## src/design/lmd_pkg.sv

```systemverilog
`timescale 1ns / 1ps
`default_nettype none

package lmd_pkg;

  localparam int LOOKAHEAD_MAX = 16;
  localparam int SAMPLE_WIDTH  = 16;
  localparam int POS_WIDTH     = 16;
  localparam int LA_WIDTH      = 5;
  localparam int DELTA_WIDTH   = 16;
  localparam int DATA_WIDTH    = 32;
  localparam int ADDR_WIDTH    = 3;
  localparam int REG_IDX_WIDTH = ADDR_WIDTH - 2;

  localparam int IDX_WIDTH   = $clog2(LOOKAHEAD_MAX);
  localparam int FILL_WIDTH  = $clog2(LOOKAHEAD_MAX + 1);
  localparam int TREE_LEAVES = 1 << IDX_WIDTH;
  localparam int SUM_WIDTH   =
    ((SAMPLE_WIDTH > DELTA_WIDTH) ? SAMPLE_WIDTH : DELTA_WIDTH) + 1;

  localparam logic [REG_IDX_WIDTH-1:0] REG_LOOKAHEAD = 1'b0;
  localparam logic [REG_IDX_WIDTH-1:0] REG_DELTA     = 1'b1;

  localparam logic [LA_WIDTH-1:0]    LOOKAHEAD_RESET = 5'd4;
  localparam logic [DELTA_WIDTH-1:0] DELTA_RESET     = 16'd7;

  typedef enum logic [1:0] {
    MODE_EMPTY    = 2'd0,
    MODE_VALID    = 2'd1,
    MODE_DISABLED = 2'd2
  } mode_t;

  typedef enum logic [2:0] {
    ST_IDLE  = 3'b001,
    ST_SCAN  = 3'b010,
    ST_JUDGE = 3'b100
  } state_t;

  typedef struct packed {
    logic [LA_WIDTH-1:0]    lookahead;
    logic [DELTA_WIDTH-1:0] delta;
  } cfg_t;

  typedef struct packed {
    logic shift;
    logic scan;
    logic commit;
  } cmd_t;

  typedef struct packed {
    logic emit;
  } status_t;

endpackage

`default_nettype wire

```

## src/design/lmd_intf.sv

```systemverilog
`timescale 1ns / 1ps
`default_nettype none

interface lmd_in_if;
  logic                              valid;
  logic                              ready;
  logic [lmd_pkg::SAMPLE_WIDTH-1:0]  intensity;
  logic [lmd_pkg::POS_WIDTH-1:0]     position;
  logic                              last;

  modport source (output valid, intensity, position, last, input ready);
  modport sink   (input valid, intensity, position, last, output ready);
endinterface

interface lmd_out_if;
  logic                           valid;
  logic                           ready;
  logic [lmd_pkg::POS_WIDTH-1:0]  min_position;
  logic                           found;
  logic                           stream_end;

  modport source (output valid, min_position, found, stream_end, input ready);
  modport sink   (input valid, min_position, found, stream_end, output ready);
endinterface

`default_nettype wire

```

## src/design/lmd_cfg.sv

```systemverilog
`timescale 1ns / 1ps
`default_nettype none

module lmd_cfg (
  input  wire logic                             clk,
  input  wire logic                             rst_n,
  input  wire logic                             psel,
  input  wire logic                             penable,
  input  wire logic                             pwrite,
  input  wire logic [lmd_pkg::ADDR_WIDTH-1:0]   paddr,
  input  wire logic [lmd_pkg::DATA_WIDTH-1:0]   pwdata,
  output logic      [lmd_pkg::DATA_WIDTH-1:0]   prdata,
  output logic                                  pready,
  output lmd_pkg::cfg_t                         cfg
);

  logic [lmd_pkg::LA_WIDTH-1:0]      lookahead_r, lookahead_nxt;
  logic [lmd_pkg::DELTA_WIDTH-1:0]   delta_r, delta_nxt;
  logic [lmd_pkg::REG_IDX_WIDTH-1:0] reg_idx;
  logic                              wr_en;

  assign reg_idx = paddr[lmd_pkg::ADDR_WIDTH-1:2];
  assign wr_en   = psel && penable && pwrite;
  assign pready  = 1'b1;

  always_comb begin
    lookahead_nxt = lookahead_r;
    delta_nxt     = delta_r;
    if (wr_en) begin
      case (reg_idx)
        lmd_pkg::REG_LOOKAHEAD: lookahead_nxt = pwdata[lmd_pkg::LA_WIDTH-1:0];
        lmd_pkg::REG_DELTA:     delta_nxt     = pwdata[lmd_pkg::DELTA_WIDTH-1:0];
        default: ;
      endcase
    end
  end

  always_comb begin
    case (reg_idx)
      lmd_pkg::REG_LOOKAHEAD: prdata = lmd_pkg::DATA_WIDTH'(lookahead_r);
      lmd_pkg::REG_DELTA:     prdata = lmd_pkg::DATA_WIDTH'(delta_r);
      default:                prdata = '0;
    endcase
  end

  always_ff @(posedge clk) begin
    if (!rst_n) begin
      lookahead_r <= lmd_pkg::LOOKAHEAD_RESET;
      delta_r     <= lmd_pkg::DELTA_RESET;
    end else begin
      lookahead_r <= lookahead_nxt;
      delta_r     <= delta_nxt;
    end
  end

  assign cfg.lookahead = lookahead_r;
  assign cfg.delta     = delta_r;

endmodule

`default_nettype wire

```

## src/design/lmd_ctrl.sv

```systemverilog
`timescale 1ns / 1ps
`default_nettype none

module lmd_ctrl (
  input  wire logic      clk,
  input  wire logic      rst_n,
  input  wire logic      in_valid,
  output logic           in_ready,
  output logic           out_valid,
  input  wire logic      out_ready,
  output lmd_pkg::cmd_t  cmd,
  input  wire lmd_pkg::status_t status
);

  lmd_pkg::state_t state_r, state_nxt;
  logic            out_valid_r, out_valid_nxt;
  logic            stall;

  assign stall = status.emit && out_valid_r && !out_ready;

  always_comb begin
    state_nxt = state_r;
    cmd       = '0;
    in_ready  = 1'b0;
    case (state_r)
      lmd_pkg::ST_IDLE: begin
        in_ready = 1'b1;
        if (in_valid) begin
          cmd.shift = 1'b1;
          state_nxt = lmd_pkg::ST_SCAN;
        end
      end
      lmd_pkg::ST_SCAN: begin
        cmd.scan  = 1'b1;
        state_nxt = lmd_pkg::ST_JUDGE;
      end
      lmd_pkg::ST_JUDGE: begin
        if (!stall) begin
          cmd.commit = 1'b1;
          state_nxt  = lmd_pkg::ST_IDLE;
        end
      end
      default: state_nxt = lmd_pkg::ST_IDLE;
    endcase
  end

  always_comb begin
    out_valid_nxt = out_valid_r && !out_ready;
    if (cmd.commit && status.emit) out_valid_nxt = 1'b1;
  end

  always_ff @(posedge clk) begin
    if (!rst_n) begin
      state_r     <= lmd_pkg::ST_IDLE;
      out_valid_r <= 1'b0;
    end else begin
      state_r     <= state_nxt;
      out_valid_r <= out_valid_nxt;
    end
  end

  assign out_valid = out_valid_r;

endmodule

`default_nettype wire

```

## src/design/lmd_datapath.sv

```systemverilog
`timescale 1ns / 1ps
`default_nettype none

module lmd_datapath (
  input  wire logic                               clk,
  input  wire logic                               rst_n,
  input  wire lmd_pkg::cmd_t                      cmd,
  input  wire lmd_pkg::cfg_t                      cfg,
  input  wire logic [lmd_pkg::SAMPLE_WIDTH-1:0]   in_intensity,
  input  wire logic [lmd_pkg::POS_WIDTH-1:0]      in_position,
  input  wire logic                               in_last,
  output lmd_pkg::status_t                        status,
  output logic      [lmd_pkg::POS_WIDTH-1:0]      out_min_position,
  output logic                                    out_found,
  output logic                                    out_stream_end
);

  localparam int SW = lmd_pkg::SAMPLE_WIDTH;
  localparam int PW = lmd_pkg::POS_WIDTH;
  localparam int LM = lmd_pkg::LOOKAHEAD_MAX;
  localparam int TL = lmd_pkg::TREE_LEAVES;
  localparam int UW = lmd_pkg::SUM_WIDTH;
  localparam logic [SW-1:0] SAMPLE_ONES = '1;

  logic [SW-1:0] win_val_r [LM];
  logic [PW-1:0] win_pos_r [LM];
  logic [lmd_pkg::FILL_WIDTH-1:0] fill_r, fill_nxt;
  logic          last_r;

  logic [lmd_pkg::FILL_WIDTH-1:0] len;
  logic [lmd_pkg::IDX_WIDTH-1:0]  judge_idx;
  logic [SW-1:0] max_node [2*TL-1];
  logic [SW-1:0] min_node [2*TL-1];

  logic [SW-1:0] v_r, big_r, small_r;
  logic [PW-1:0] p_r;
  logic          judge_r;

  logic [SW-1:0]   run_max_r, run_min_r, new_max, new_min;
  logic [PW-1:0]   max_pos_r, min_pos_r, new_max_pos, new_min_pos;
  lmd_pkg::mode_t  max_mode_r, min_mode_r, max_mode_nxt, min_mode_nxt;
  lmd_pkg::mode_t  max_mode_u, min_mode_u, max_mode_a, min_mode_a;
  logic            event_r, event_nxt, event_a;
  logic            max_load, min_load, max_conf, min_conf, found;
  logic [UW-1:0]   v_plus_delta, min_plus_delta;

  always_ff @(posedge clk) begin
    if (cmd.shift) begin
      win_val_r[0] <= in_intensity;
      win_pos_r[0] <= in_position;
      for (int i = 1; i < LM; i++) begin
        win_val_r[i] <= win_val_r[i-1];
        win_pos_r[i] <= win_pos_r[i-1];
      end
      last_r <= in_last;
    end
  end

  always_comb begin
    fill_nxt = fill_r;
    if (cmd.shift && int'(fill_r) < LM) fill_nxt = fill_r + 1'b1;
    if (cmd.commit && last_r) fill_nxt = '0;
  end

  // clamp the window length to 1..LOOKAHEAD_MAX
  always_comb begin
    if (cfg.lookahead == '0) begin
      len = lmd_pkg::FILL_WIDTH'(1);
    end else if (int'(cfg.lookahead) > LM) begin
      len = lmd_pkg::FILL_WIDTH'(LM);
    end else begin
      len = lmd_pkg::FILL_WIDTH'(cfg.lookahead);
    end
    judge_idx = lmd_pkg::IDX_WIDTH'(len - 1'b1);
  end

  always_comb begin
    for (int i = 0; i < TL; i++) begin
      if (i < LM && i < int'(len)) begin
        max_node[TL-1+i] = win_val_r[i];
        min_node[TL-1+i] = win_val_r[i];
      end else begin
        max_node[TL-1+i] = '0;
        min_node[TL-1+i] = SAMPLE_ONES;
      end
    end
    for (int k = TL - 2; k >= 0; k--) begin
      max_node[k] = (max_node[2*k+1] > max_node[2*k+2]) ? max_node[2*k+1] : max_node[2*k+2];
      min_node[k] = (min_node[2*k+1] < min_node[2*k+2]) ? min_node[2*k+1] : min_node[2*k+2];
    end
  end

  always_ff @(posedge clk) begin
    if (cmd.scan) begin
      v_r     <= win_val_r[judge_idx];
      p_r     <= win_pos_r[judge_idx];
      big_r   <= max_node[0];
      small_r <= min_node[0];
      judge_r <= (fill_r >= len);
    end
  end

  always_comb begin
    max_load = judge_r && ((max_mode_r == lmd_pkg::MODE_EMPTY) ||
               (max_mode_r == lmd_pkg::MODE_VALID && v_r > run_max_r));
    min_load = judge_r && ((min_mode_r == lmd_pkg::MODE_EMPTY) ||
               (min_mode_r == lmd_pkg::MODE_VALID && v_r < run_min_r));
    new_max     = max_load ? v_r : run_max_r;
    new_max_pos = max_load ? p_r : max_pos_r;
    new_min     = min_load ? v_r : run_min_r;
    new_min_pos = min_load ? p_r : min_pos_r;
    max_mode_u  = max_load ? lmd_pkg::MODE_VALID : max_mode_r;
    min_mode_u  = min_load ? lmd_pkg::MODE_VALID : min_mode_r;

    v_plus_delta   = UW'(v_r) + UW'(cfg.delta);
    min_plus_delta = UW'(new_min) + UW'(cfg.delta);

    max_conf = judge_r && (max_mode_u == lmd_pkg::MODE_VALID) &&
               (v_plus_delta < UW'(new_max)) && (big_r < new_max);
    max_mode_a = max_conf ? lmd_pkg::MODE_DISABLED : max_mode_u;
    min_mode_a = max_conf ? lmd_pkg::MODE_EMPTY : min_mode_u;
    event_a    = event_r || max_conf;

    min_conf = judge_r && (min_mode_a == lmd_pkg::MODE_VALID) &&
               (UW'(v_r) > min_plus_delta) && (small_r > new_min);
    found    = min_conf && event_a;

    max_mode_nxt = min_conf ? lmd_pkg::MODE_EMPTY : max_mode_a;
    min_mode_nxt = min_conf ? lmd_pkg::MODE_DISABLED : min_mode_a;
    event_nxt    = event_a || min_conf;
    if (last_r) begin
      max_mode_nxt = lmd_pkg::MODE_EMPTY;
      min_mode_nxt = lmd_pkg::MODE_EMPTY;
      event_nxt    = 1'b0;
    end
  end

  assign status.emit = found || last_r;

  always_ff @(posedge clk) begin
    if (!rst_n) begin
      fill_r     <= '0;
      max_mode_r <= lmd_pkg::MODE_EMPTY;
      min_mode_r <= lmd_pkg::MODE_EMPTY;
      event_r    <= 1'b0;
    end else begin
      fill_r <= fill_nxt;
      if (cmd.commit) begin
        max_mode_r <= max_mode_nxt;
        min_mode_r <= min_mode_nxt;
        event_r    <= event_nxt;
      end
    end
  end

  always_ff @(posedge clk) begin
    if (cmd.commit) begin
      run_max_r <= new_max;
      max_pos_r <= new_max_pos;
      run_min_r <= new_min;
      min_pos_r <= new_min_pos;
      if (status.emit) begin
        out_min_position <= found ? new_min_pos : '0;
        out_found        <= found;
        out_stream_end   <= last_r;
      end
    end
  end

endmodule

`default_nettype wire

```

## src/design/lookahead_minimum_detector.sv

```systemverilog
`timescale 1ns / 1ps
`default_nettype none
// Local minimum detector with delta threshold and lookahead window.
// in_if: one sample per transfer (intensity, position, last). A sample is
//   judged once lookahead-1 further samples have arrived, so a minimum is
//   reported lookahead-1 samples or more after the sample that holds it.
// out_if: one transfer per input that confirms a reportable minimum
//   (found=1, min_position) or that carries last (stream_end=1); no
//   transfer otherwise. The input marked last clears the stream state.
// APB port: register 0 lookahead (0..31, used clamped to 1..16) at 0x0, register 1 delta at 0x4.
//   Write only while no sample is in flight.
// Sequencing: an accepted sample passes shift, window scan and judge;
//   the controller sequences these one sample at a time, so the block takes
//   no new sample until the last one is judged. The judge step writes the
//   result into the output register and may stall (see below).
// Stall: the output register holds its result until taken; the next sample
//   is accepted meanwhile, and its judge step holds if it has a result and
//   the output register is still full.
// Reset: rst_n (synchronous) restores lookahead 4, delta 7 and an empty
//   stream; the block is ready for a sample as soon as reset is released.
module lookahead_minimum_detector (
  input  wire logic                            clk,
  input  wire logic                            rst_n,
  lmd_in_if.sink                               in_if,
  lmd_out_if.source                            out_if,
  input  wire logic                            psel,
  input  wire logic                            penable,
  input  wire logic                            pwrite,
  input  wire logic [lmd_pkg::ADDR_WIDTH-1:0]  paddr,
  input  wire logic [lmd_pkg::DATA_WIDTH-1:0]  pwdata,
  output logic      [lmd_pkg::DATA_WIDTH-1:0]  prdata,
  output logic                                 pready
);

  lmd_pkg::cfg_t    cfg;
  lmd_pkg::cmd_t    cmd;
  lmd_pkg::status_t status;

  lmd_cfg u_cfg (
    .clk     (clk),
    .rst_n   (rst_n),
    .psel    (psel),
    .penable (penable),
    .pwrite  (pwrite),
    .paddr   (paddr),
    .pwdata  (pwdata),
    .prdata  (prdata),
    .pready  (pready),
    .cfg     (cfg)
  );

  lmd_ctrl u_ctrl (
    .clk       (clk),
    .rst_n     (rst_n),
    .in_valid  (in_if.valid),
    .in_ready  (in_if.ready),
    .out_valid (out_if.valid),
    .out_ready (out_if.ready),
    .cmd       (cmd),
    .status    (status)
  );

  lmd_datapath u_datapath (
    .clk              (clk),
    .rst_n            (rst_n),
    .cmd              (cmd),
    .cfg              (cfg),
    .in_intensity     (in_if.intensity),
    .in_position      (in_if.position),
    .in_last          (in_if.last),
    .status           (status),
    .out_min_position (out_if.min_position),
    .out_found        (out_if.found),
    .out_stream_end   (out_if.stream_end)
  );

  a_busy_after_transfer: assert property (@(posedge clk) disable iff (!rst_n)
    (in_if.valid && in_if.ready) |=> !in_if.ready)
    else $error("input taken while previous sample in flight");

  a_result_has_cause: assert property (@(posedge clk) disable iff (!rst_n)
    (out_if.valid && !out_if.found) |-> out_if.stream_end)
    else $error("result without minimum or stream end");

  a_empty_position: assert property (@(posedge clk) disable iff (!rst_n)
    (out_if.valid && !out_if.found) |-> (out_if.min_position == '0))
    else $error("position set on result without minimum");

endmodule

`default_nettype wire
```

## src/flat_wrapper.sv

```systemverilog
// flat-port wrapper written by rule: the top's interface ports become plain ports
module lookahead_minimum_detector_flat 
  (clk, rst_n, psel, penable, pwrite, paddr, pwdata, prdata, pready, in_if_valid, in_if_intensity, in_if_position, in_if_last, in_if_ready, out_if_valid, out_if_min_position, out_if_found, out_if_stream_end, out_if_ready);
  lmd_in_if in_if_i ();
  lmd_out_if out_if_i ();
  input  wire logic clk;
  input  wire logic rst_n;
  input  wire logic psel;
  input  wire logic penable;
  input  wire logic pwrite;
  input  wire logic [lmd_pkg::ADDR_WIDTH-1:0] paddr;
  input  wire logic [lmd_pkg::DATA_WIDTH-1:0] pwdata;
  output logic      [lmd_pkg::DATA_WIDTH-1:0] prdata;
  output logic pready;
  input wire logic [$bits(in_if_i.valid)-1:0] in_if_valid;
  input wire logic [$bits(in_if_i.intensity)-1:0] in_if_intensity;
  input wire logic [$bits(in_if_i.position)-1:0] in_if_position;
  input wire logic [$bits(in_if_i.last)-1:0] in_if_last;
  output wire logic [$bits(in_if_i.ready)-1:0] in_if_ready;
  output wire logic [$bits(out_if_i.valid)-1:0] out_if_valid;
  output wire logic [$bits(out_if_i.min_position)-1:0] out_if_min_position;
  output wire logic [$bits(out_if_i.found)-1:0] out_if_found;
  output wire logic [$bits(out_if_i.stream_end)-1:0] out_if_stream_end;
  input wire logic [$bits(out_if_i.ready)-1:0] out_if_ready;
  assign in_if_i.valid = in_if_valid;
  assign in_if_i.intensity = in_if_intensity;
  assign in_if_i.position = in_if_position;
  assign in_if_i.last = in_if_last;
  assign in_if_ready = in_if_i.ready;
  assign out_if_valid = out_if_i.valid;
  assign out_if_min_position = out_if_i.min_position;
  assign out_if_found = out_if_i.found;
  assign out_if_stream_end = out_if_i.stream_end;
  assign out_if_i.ready = out_if_ready;
  lookahead_minimum_detector u_core (.clk(clk), .rst_n(rst_n), .in_if(in_if_i), .out_if(out_if_i), .psel(psel), .penable(penable), .pwrite(pwrite), .paddr(paddr), .pwdata(pwdata), .prdata(prdata), .pready(pready));
endmodule
```

## config.mk

```make
export PLATFORM = sky130hd
export DESIGN_NAME = lookahead_minimum_detector_flat
export DESIGN_NICKNAME = d
export VERILOG_FILES = /design/src/design/lmd_pkg.sv /design/src/design/lmd_intf.sv /design/src/design/lmd_cfg.sv /design/src/design/lmd_ctrl.sv /design/src/design/lmd_datapath.sv /design/src/design/lookahead_minimum_detector.sv /design/src/flat_wrapper.sv
export SDC_FILE = /design/constraint.sdc
export NUM_CORES = 2
export LEC_CHECK = 0
export BUFFER_PORTS_ARGS = -buffer_cell sky130_fd_sc_hd__buf_2
export CAP_MARGIN = 20
export CELL_PAD_IN_SITES_DETAIL_PLACEMENT = 1
export CELL_PAD_IN_SITES_GLOBAL_PLACEMENT = 2
export CORE_UTILIZATION = 44
export CTS_BUF_LIST = sky130_fd_sc_hd__clkbuf_8
export CTS_CLUSTER_SIZE = 10
export DETAILED_ROUTE_END_ITERATION = 10
export PLACE_DENSITY = 0.86
export SETUP_SLACK_MARGIN = 0.5
export SYNTH_ARGS = -nofsm -noshare
export SYNTH_HDL_FRONTEND = slang
export SYNTH_HIERARCHICAL = 1
export SYNTH_SLANG_ARGS = --single-unit
```

## constraint.sdc

```tcl
create_clock -name clk -period 18.3 [get_ports clk]
set_input_delay 0.915 -clock clk [delete_from_list [all_inputs] [get_ports clk]]
set_output_delay 0.915 -clock clk [all_outputs]
set_load 0.03 [all_outputs]
```

Word-level counts from Yosys, hierarchy flattened
Memories as Yosys holds them, arrays and structs flattened. A register that Yosys moved wholly into a read port is not among the register bits.
Cells that the tools add are included.
Word-level totals
  memory bits (writable): 512
  register bits after elaboration: 135
  bits of input ports: 75
  memories: 2
  logic and storage cells: 212
  output and inout port bits: 53
Operators by class
  muxes and demuxes: 89
  reduce and logical (&&, ||, !) cells: 33
  equal/unequal tests: 9
  order comparisons: 55
  add/sub/neg operators: 4
  bitwise logic cells: 2
Memories
  u_core.u_datapath.win_pos_r: words 16, width 16, read ports 16, clocked after Yosys merged registers in 1, write ports 16, RTL line lmd_datapath.sv:26  | logic [PW-1:0] win_pos_r [LM];
  u_core.u_datapath.win_val_r: words 16, width 16, read ports 17, clocked after Yosys merged registers in 1, write ports 16, RTL line lmd_datapath.sv:25  | logic [SW-1:0] win_val_r [LM];
Operators with widths (count)
  2-to-1 mux 16 bit: 65
  greater-than comparator 16 bit: 17
  < comparator 16 bit: 17
  case mux 32 bit (2 select lines): 1
  < comparator 4 x 5 -> 1 bit, first input constant: 8
  adder 16 x 16 -> 17 bit: 2
  < comparator 3 x 5 -> 1 bit, first input constant: 4
  logical AND 1 bit: 19
  greater-than comparator 16 x 17 -> 1 bit: 1
  < comparator 17 x 16 -> 1 bit: 1
  2-to-1 mux 2 bit: 8
  < comparator 1 x 5 -> 1 bit, first input constant: 2
  < comparator 2 x 5 -> 1 bit, first input constant: 2
  2-to-1 mux 1 bit: 10
  2-to-1 mux 5 bit: 2
  case mux 3 bit (3 select lines): 1
  == test 2 x 1 -> 1 bit, second input constant: 4
  AND reduction 2 bit: 4
  2-to-1 mux 3 bit: 2
  adder 5 x 1 -> 5 bit, second input constant: 1
  greater-or-equal comparator 5 bit: 1
  greater-than comparator 5 bit, second input constant: 1
  logical NOT 5 bit: 1
  logical OR 1 bit: 5
  other kinds (10): 13

Logic depth before layout (Yosys ltp)
  word-level depth: 22
  mapped depth: 61
  depth with buffers taken out: 49

Hierarchy
The synthesis kept the hierarchy.
By module, submodules not included
  lmd_datapath: sequential area each 19538.7 um2, area an instance 48072.4 um2, cells each 4675, instances 1
  lmd_cfg: sequential area each 420.4 um2, area an instance 1153.6 um2, cells each 126, instances 1
  lmd_ctrl: sequential area each 80.1 um2, area an instance 205.2 um2, cells each 20, instances 1

Least setup slack after synthesis
No wires, ideal clock.
  path type: register to register
  from: register u_core.u_ctrl.state_r[0]
  to: register u_core/u_datapath/fill_r[3] in the netlist's numbering
  setup slack: 3871 ps
  library setup time: 70 ps
  cell stages (with the launch flop): 6
  arrival: 14359 ps
  data required time: 18230 ps
  path buffers: 0
  cell sequence: dfxtp_1 nor3b_1 and2_1 nand4_1 or3_1 a21oi_1
RTL lines
  from (decl): RTL line lmd_ctrl.sv:15  | lmd_pkg::state_t state_r, state_nxt;
  from (signal assigned): RTL line lmd_ctrl.sv:54  | state_r <= lmd_pkg::ST_IDLE;
  from (signal assigned): RTL line lmd_ctrl.sv:57  | state_r <= state_nxt;
  to (signal assigned): RTL line lmd_datapath.sv:147  | fill_r <= fill_nxt;
  to (decl): RTL line lmd_datapath.sv:27  | logic [lmd_pkg::FILL_WIDTH-1:0] fill_r, fill_nxt;

==> results.json <==
{
  "totalWireLength_um": 164500,
  "ys_seq_elements": 679,
  "wl_per_cell_um": 25.50,
  "syn_area_mm2": 0.04943,
  "portBuffers": 92,
  "wl_met3_um": 10940,
  "maxCapViolCount": 0,
  "min_path_type": "input port to register",
  "stdcell_count": 6452,
  "ys_seq_area_share_pct": 40.54,
  "grt_pass1_vias": 39534,
  "track_usage_pct": 28.66,
  "met2_length_um": 75500,
  "drt-initial-drc-count": 3313,
  "top_layer": "met4",
  "finClkSkew_ns": 0.04189,
  "place_congestion": 0.9233,
  "min_period_over_period_pct": 75.73,
  "final_max_slew_viol_count": 0,
  "synth.most_common_cell": "edfxtp_1",
  "ff2ff_setup_slack_ns": 4.44,
  "cp-end-kind": "register",
  "synth_cells": 4821,
  "cts_max_level": 3,
  "cts_resized": 0,
  "setup_viol": 0,
  "crit_fanout": 48,
  "rows": 122,
  "cts.sinks": 679,
  "start_kind": "register",
  "power_leakage_nw": 22.59,
  "min_from": "in_if_last",
  "rsz0062_at_grt": "false",
  "die_width_um": 337.2,
  "synth_top_cell_by_area": "edfxtp_1",
  "final_area_mm2": 0.05385,
  "fin_util_pct": 48.53,
  "crit_type": "register to register",
  "whs_endpoint": "u_core/u_datapath/last_r$_DFFE_PP_",
  "cts_tree": "built",
  "synthArstFlopShare_pct": 0,
  "grt_pass1_wl_um": 245300,
  "synth_edf_count": 644,
  "avgSynthCellArea_um2": 10.25,
  "vias_per_cell": 6.023,
  "ant_nets": 0,
  "arrival_ns": 14.50,
  "numCtsBuffers": 120,
  "clk_transition_reported_paths_ns": 0.06,
  "cts-root-buf": "clkbuf_8",
  "clockBufferDepth": 3,
  "syn_to_final_growth_pct": 8.940,
  "nets": 5514,
  "critPathSlowestCell": "dfxtp_2",
  "antenna_found_initial": 4,
  "die_h_um": 337.2,
  "vias": 38863,
  "timing.rr.start": "u_core/u_cfg/lookahead_r[3]$_SDFFE_PN0P_",
  "critPathMaxStageDelay_ns": 0.84,
  "slew_headroom_pct": 27.99,
  "power_density_mw_per_mm2": 105.4,
  "drive_above_1_share_pct": 12.42,
  "critPathRequiredTime_ns": 18.94,
  "cts-hold-fix-buffers": 0,
  "grt_max_degree": 183,
  "grt_overflow": 0,
  "synth_ff_type": "edfxtp_1",
  "ios": 128,
  "clk_latency_ns": 0.83,
  "synthDistinctLibCells": 105,
  "outcome": "completed",
  "synth.top_cell.area_share_pct": 39.12,
  "fin_crit_ns": 13.86,
  "ir_drop_uv": 110.2,
  "dp_hpwl_um": 123700,
  "drcViolationCount": 0,
  "drt-met1-wl_um": 71720,
  "cts_setup_buffers": 0,
  "yosys_warnings": 6,
  "start_util_pct": 44.54,
  "dr.pass1.iters": 6,
  "report.final.hold_viol_count": 0,
  "die_area_mm2": 0.1137,
  "tns_ns": 0,
  "synth_common_cells": "edfxtp_1, ha_1, nand2_1",
  "dpl.cell_count": 6224,
  "holdPathStages": 1,
  "timing.fmax_mhz": 72.16,
  "tightest_slew_ns": 1.080,
  "r2r_cells": 50,
  "core-area_mm2": 0.1110,
  "yosys-top-cells-area": "edfxtp_1, ha_1, mux4_2",
  "postPlaceCellArea_mm2": 0.05131,
  "r2r-end": "u_core/u_datapath/big_r[0]$_DFFE_PP_"
}
==> where the power goes <==
part,internal (mW),switching [mW],leakage (nW)
Clock,0.812,0.732,1.36
Sequential,1.86,0.107,6.40
Combinational,0.790,1.38,14.8
Total,3.46,2.21,22.6
==> routing by layer <==
layer  track usage [%]  vias up
met5                 0        -
met4             10.77        0
met3             4.767      289
met2             46.08     1242
met1             38.69    19524
li1                  -    17808
==> critical path, delay by kind of cell, from the launching register on <==
| kind | cells | cell delay, ns |
|---|---|---|
| flip-flops | 1 | 0.84 |
| AO/OA/AOI/OAI | 33 | 7.40 |
| multiplexers | 2 | 1.25 |
| AND/OR/NAND/NOR | 6 | 1.62 |
| buffers and inverters | 5 | 1.31 |
| adder cells (fa/ha/maj) | 4 | 1.20 |
==> sequential cells by signal (all words and copies together), names as in the netlist, 2 cells and up <==
signal	cells
u_core/u_datapath/big_r	16
u_core/u_datapath/fill_r	5
u_core/u_ctrl/state_r	3
u_core/u_datapath/min_mode_r	2
u_core/u_datapath/min_pos_r	16
u_core/u_datapath/p_r	16
u_core/u_cfg/delta_r	16
u_core/u_datapath/out_min_position	16
u_core/u_datapath/small_r	16
u_core/u_datapath/win_pos_r	256
u_core/u_cfg/lookahead_r	5
u_core/u_datapath/v_r	16
u_core/u_datapath/run_min_r	16
u_core/u_datapath/run_max_r	16
u_core/u_datapath/win_val_r	256
u_core/u_datapath/max_mode_r	2
==> cell usage in the layout, fill, tap and decap left out, drive strengths merged, types with 10 or more instances in the layout <==
| master | instances |
|---|---|
| edfxtp | 644 |
| ha | 577 |
| nand2 | 531 |
| inv | 408 |
| nor2 | 395 |
| a21oi | 261 |
| o21ai | 214 |
| mux2i | 188 |
| buf | 155 |
| a21o | 137 |
| mux4 | 128 |
| clkbuf | 121 |
| mux2 | 98 |
| nand4 | 95 |
| and2 | 91 |
| nand3 | 84 |
| nor2b | 73 |
| o21a | 70 |
| a31oi | 66 |
| nor3 | 65 |
| nand2b | 62 |
| clkinv | 57 |
| o211ai | 49 |
| and3 | 46 |
| dfxtp | 35 |
| a211oi | 24 |
| xnor2 | 23 |
| conb | 17 |
| o221ai | 17 |
| xor2 | 14 |
| bufinv | 13 |
| o21bai | 13 |
| and4 | 13 |
| a211o | 12 |
| a221oi | 11 |
| o31ai | 10 |
==> stage by stage <==
step           hold slack (ns)  total power [mW]  setup slack (ns)
5_1_grt                 0.2146             5.923             3.423
4_1_cts                 0.2047             5.660             4.651
6_report                0.2807             5.676             4.442
3_5_place_dp            0.4311             4.090             4.689
2_1_floorplan           0.4207             3.470             3.871
3_3_place_gp            0.4226             4.016             4.971
==> worst max-delay path by stage <==
stage,cells after the start,end,from
after CTS,49,u_core/u_datapath/big_r[0]$_DFFE_PP_,u_core/u_cfg/lookahead_r[3]$_SDFFE_PN0P_
final,50,u_core/u_datapath/big_r[0]$_DFFE_PP_,u_core/u_cfg/lookahead_r[3]$_SDFFE_PN0P_
after detailed placement,49,u_core/u_datapath/big_r[0]$_DFFE_PP_,u_core/u_cfg/lookahead_r[3]$_SDFFE_PN0P_
after floorplan,5,u_core/u_datapath/fill_r[3]$_SDFFE_PP0P_,u_core/u_ctrl/state_r[0]$_SDFFE_PN1P_
after global placement,50,u_core/u_datapath/big_r[0]$_DFFE_PP_,u_core/u_cfg/lookahead_r[3]$_SDFFE_PN0P_
after global routing,49,u_core/u_datapath/big_r[0]$_DFFE_PP_,u_core/u_cfg/lookahead_r[3]$_SDFFE_PN0P_
==> cells by family (layout without fill, tap and decap cells) <==
logic type	count (synthesis)	after routing	share of synthesized area, %
simple gates	1498	1498	14.15
compound gates	979	979	12.88
flops	679	679	40.54
buf+inv	633	758	5.184
fa+ha+maj	579	579	14.69
mux	414	414	11.89
xor+xnor	37	37	0.6556
other cells	2	20	0.01519
==> cell type report <==
| type | instances | area [um^2] |
|---|---|---|
| inverters | 380 | 1431 |
| well taps | 1488 | 1862 |
| repair buffers | 155 | 953.4 |
| flip-flops and latches | 679 | 20040 |
| multi-input cells | 3524 | 27040 |
| diodes | 3 | 7.507 |
| clock inverters | 102 | 848.3 |
| fillers | 12228 | 57120 |
| clock buffers | 121 | 1665 |
No activity file was read; power rests on OpenSTA's default activity.
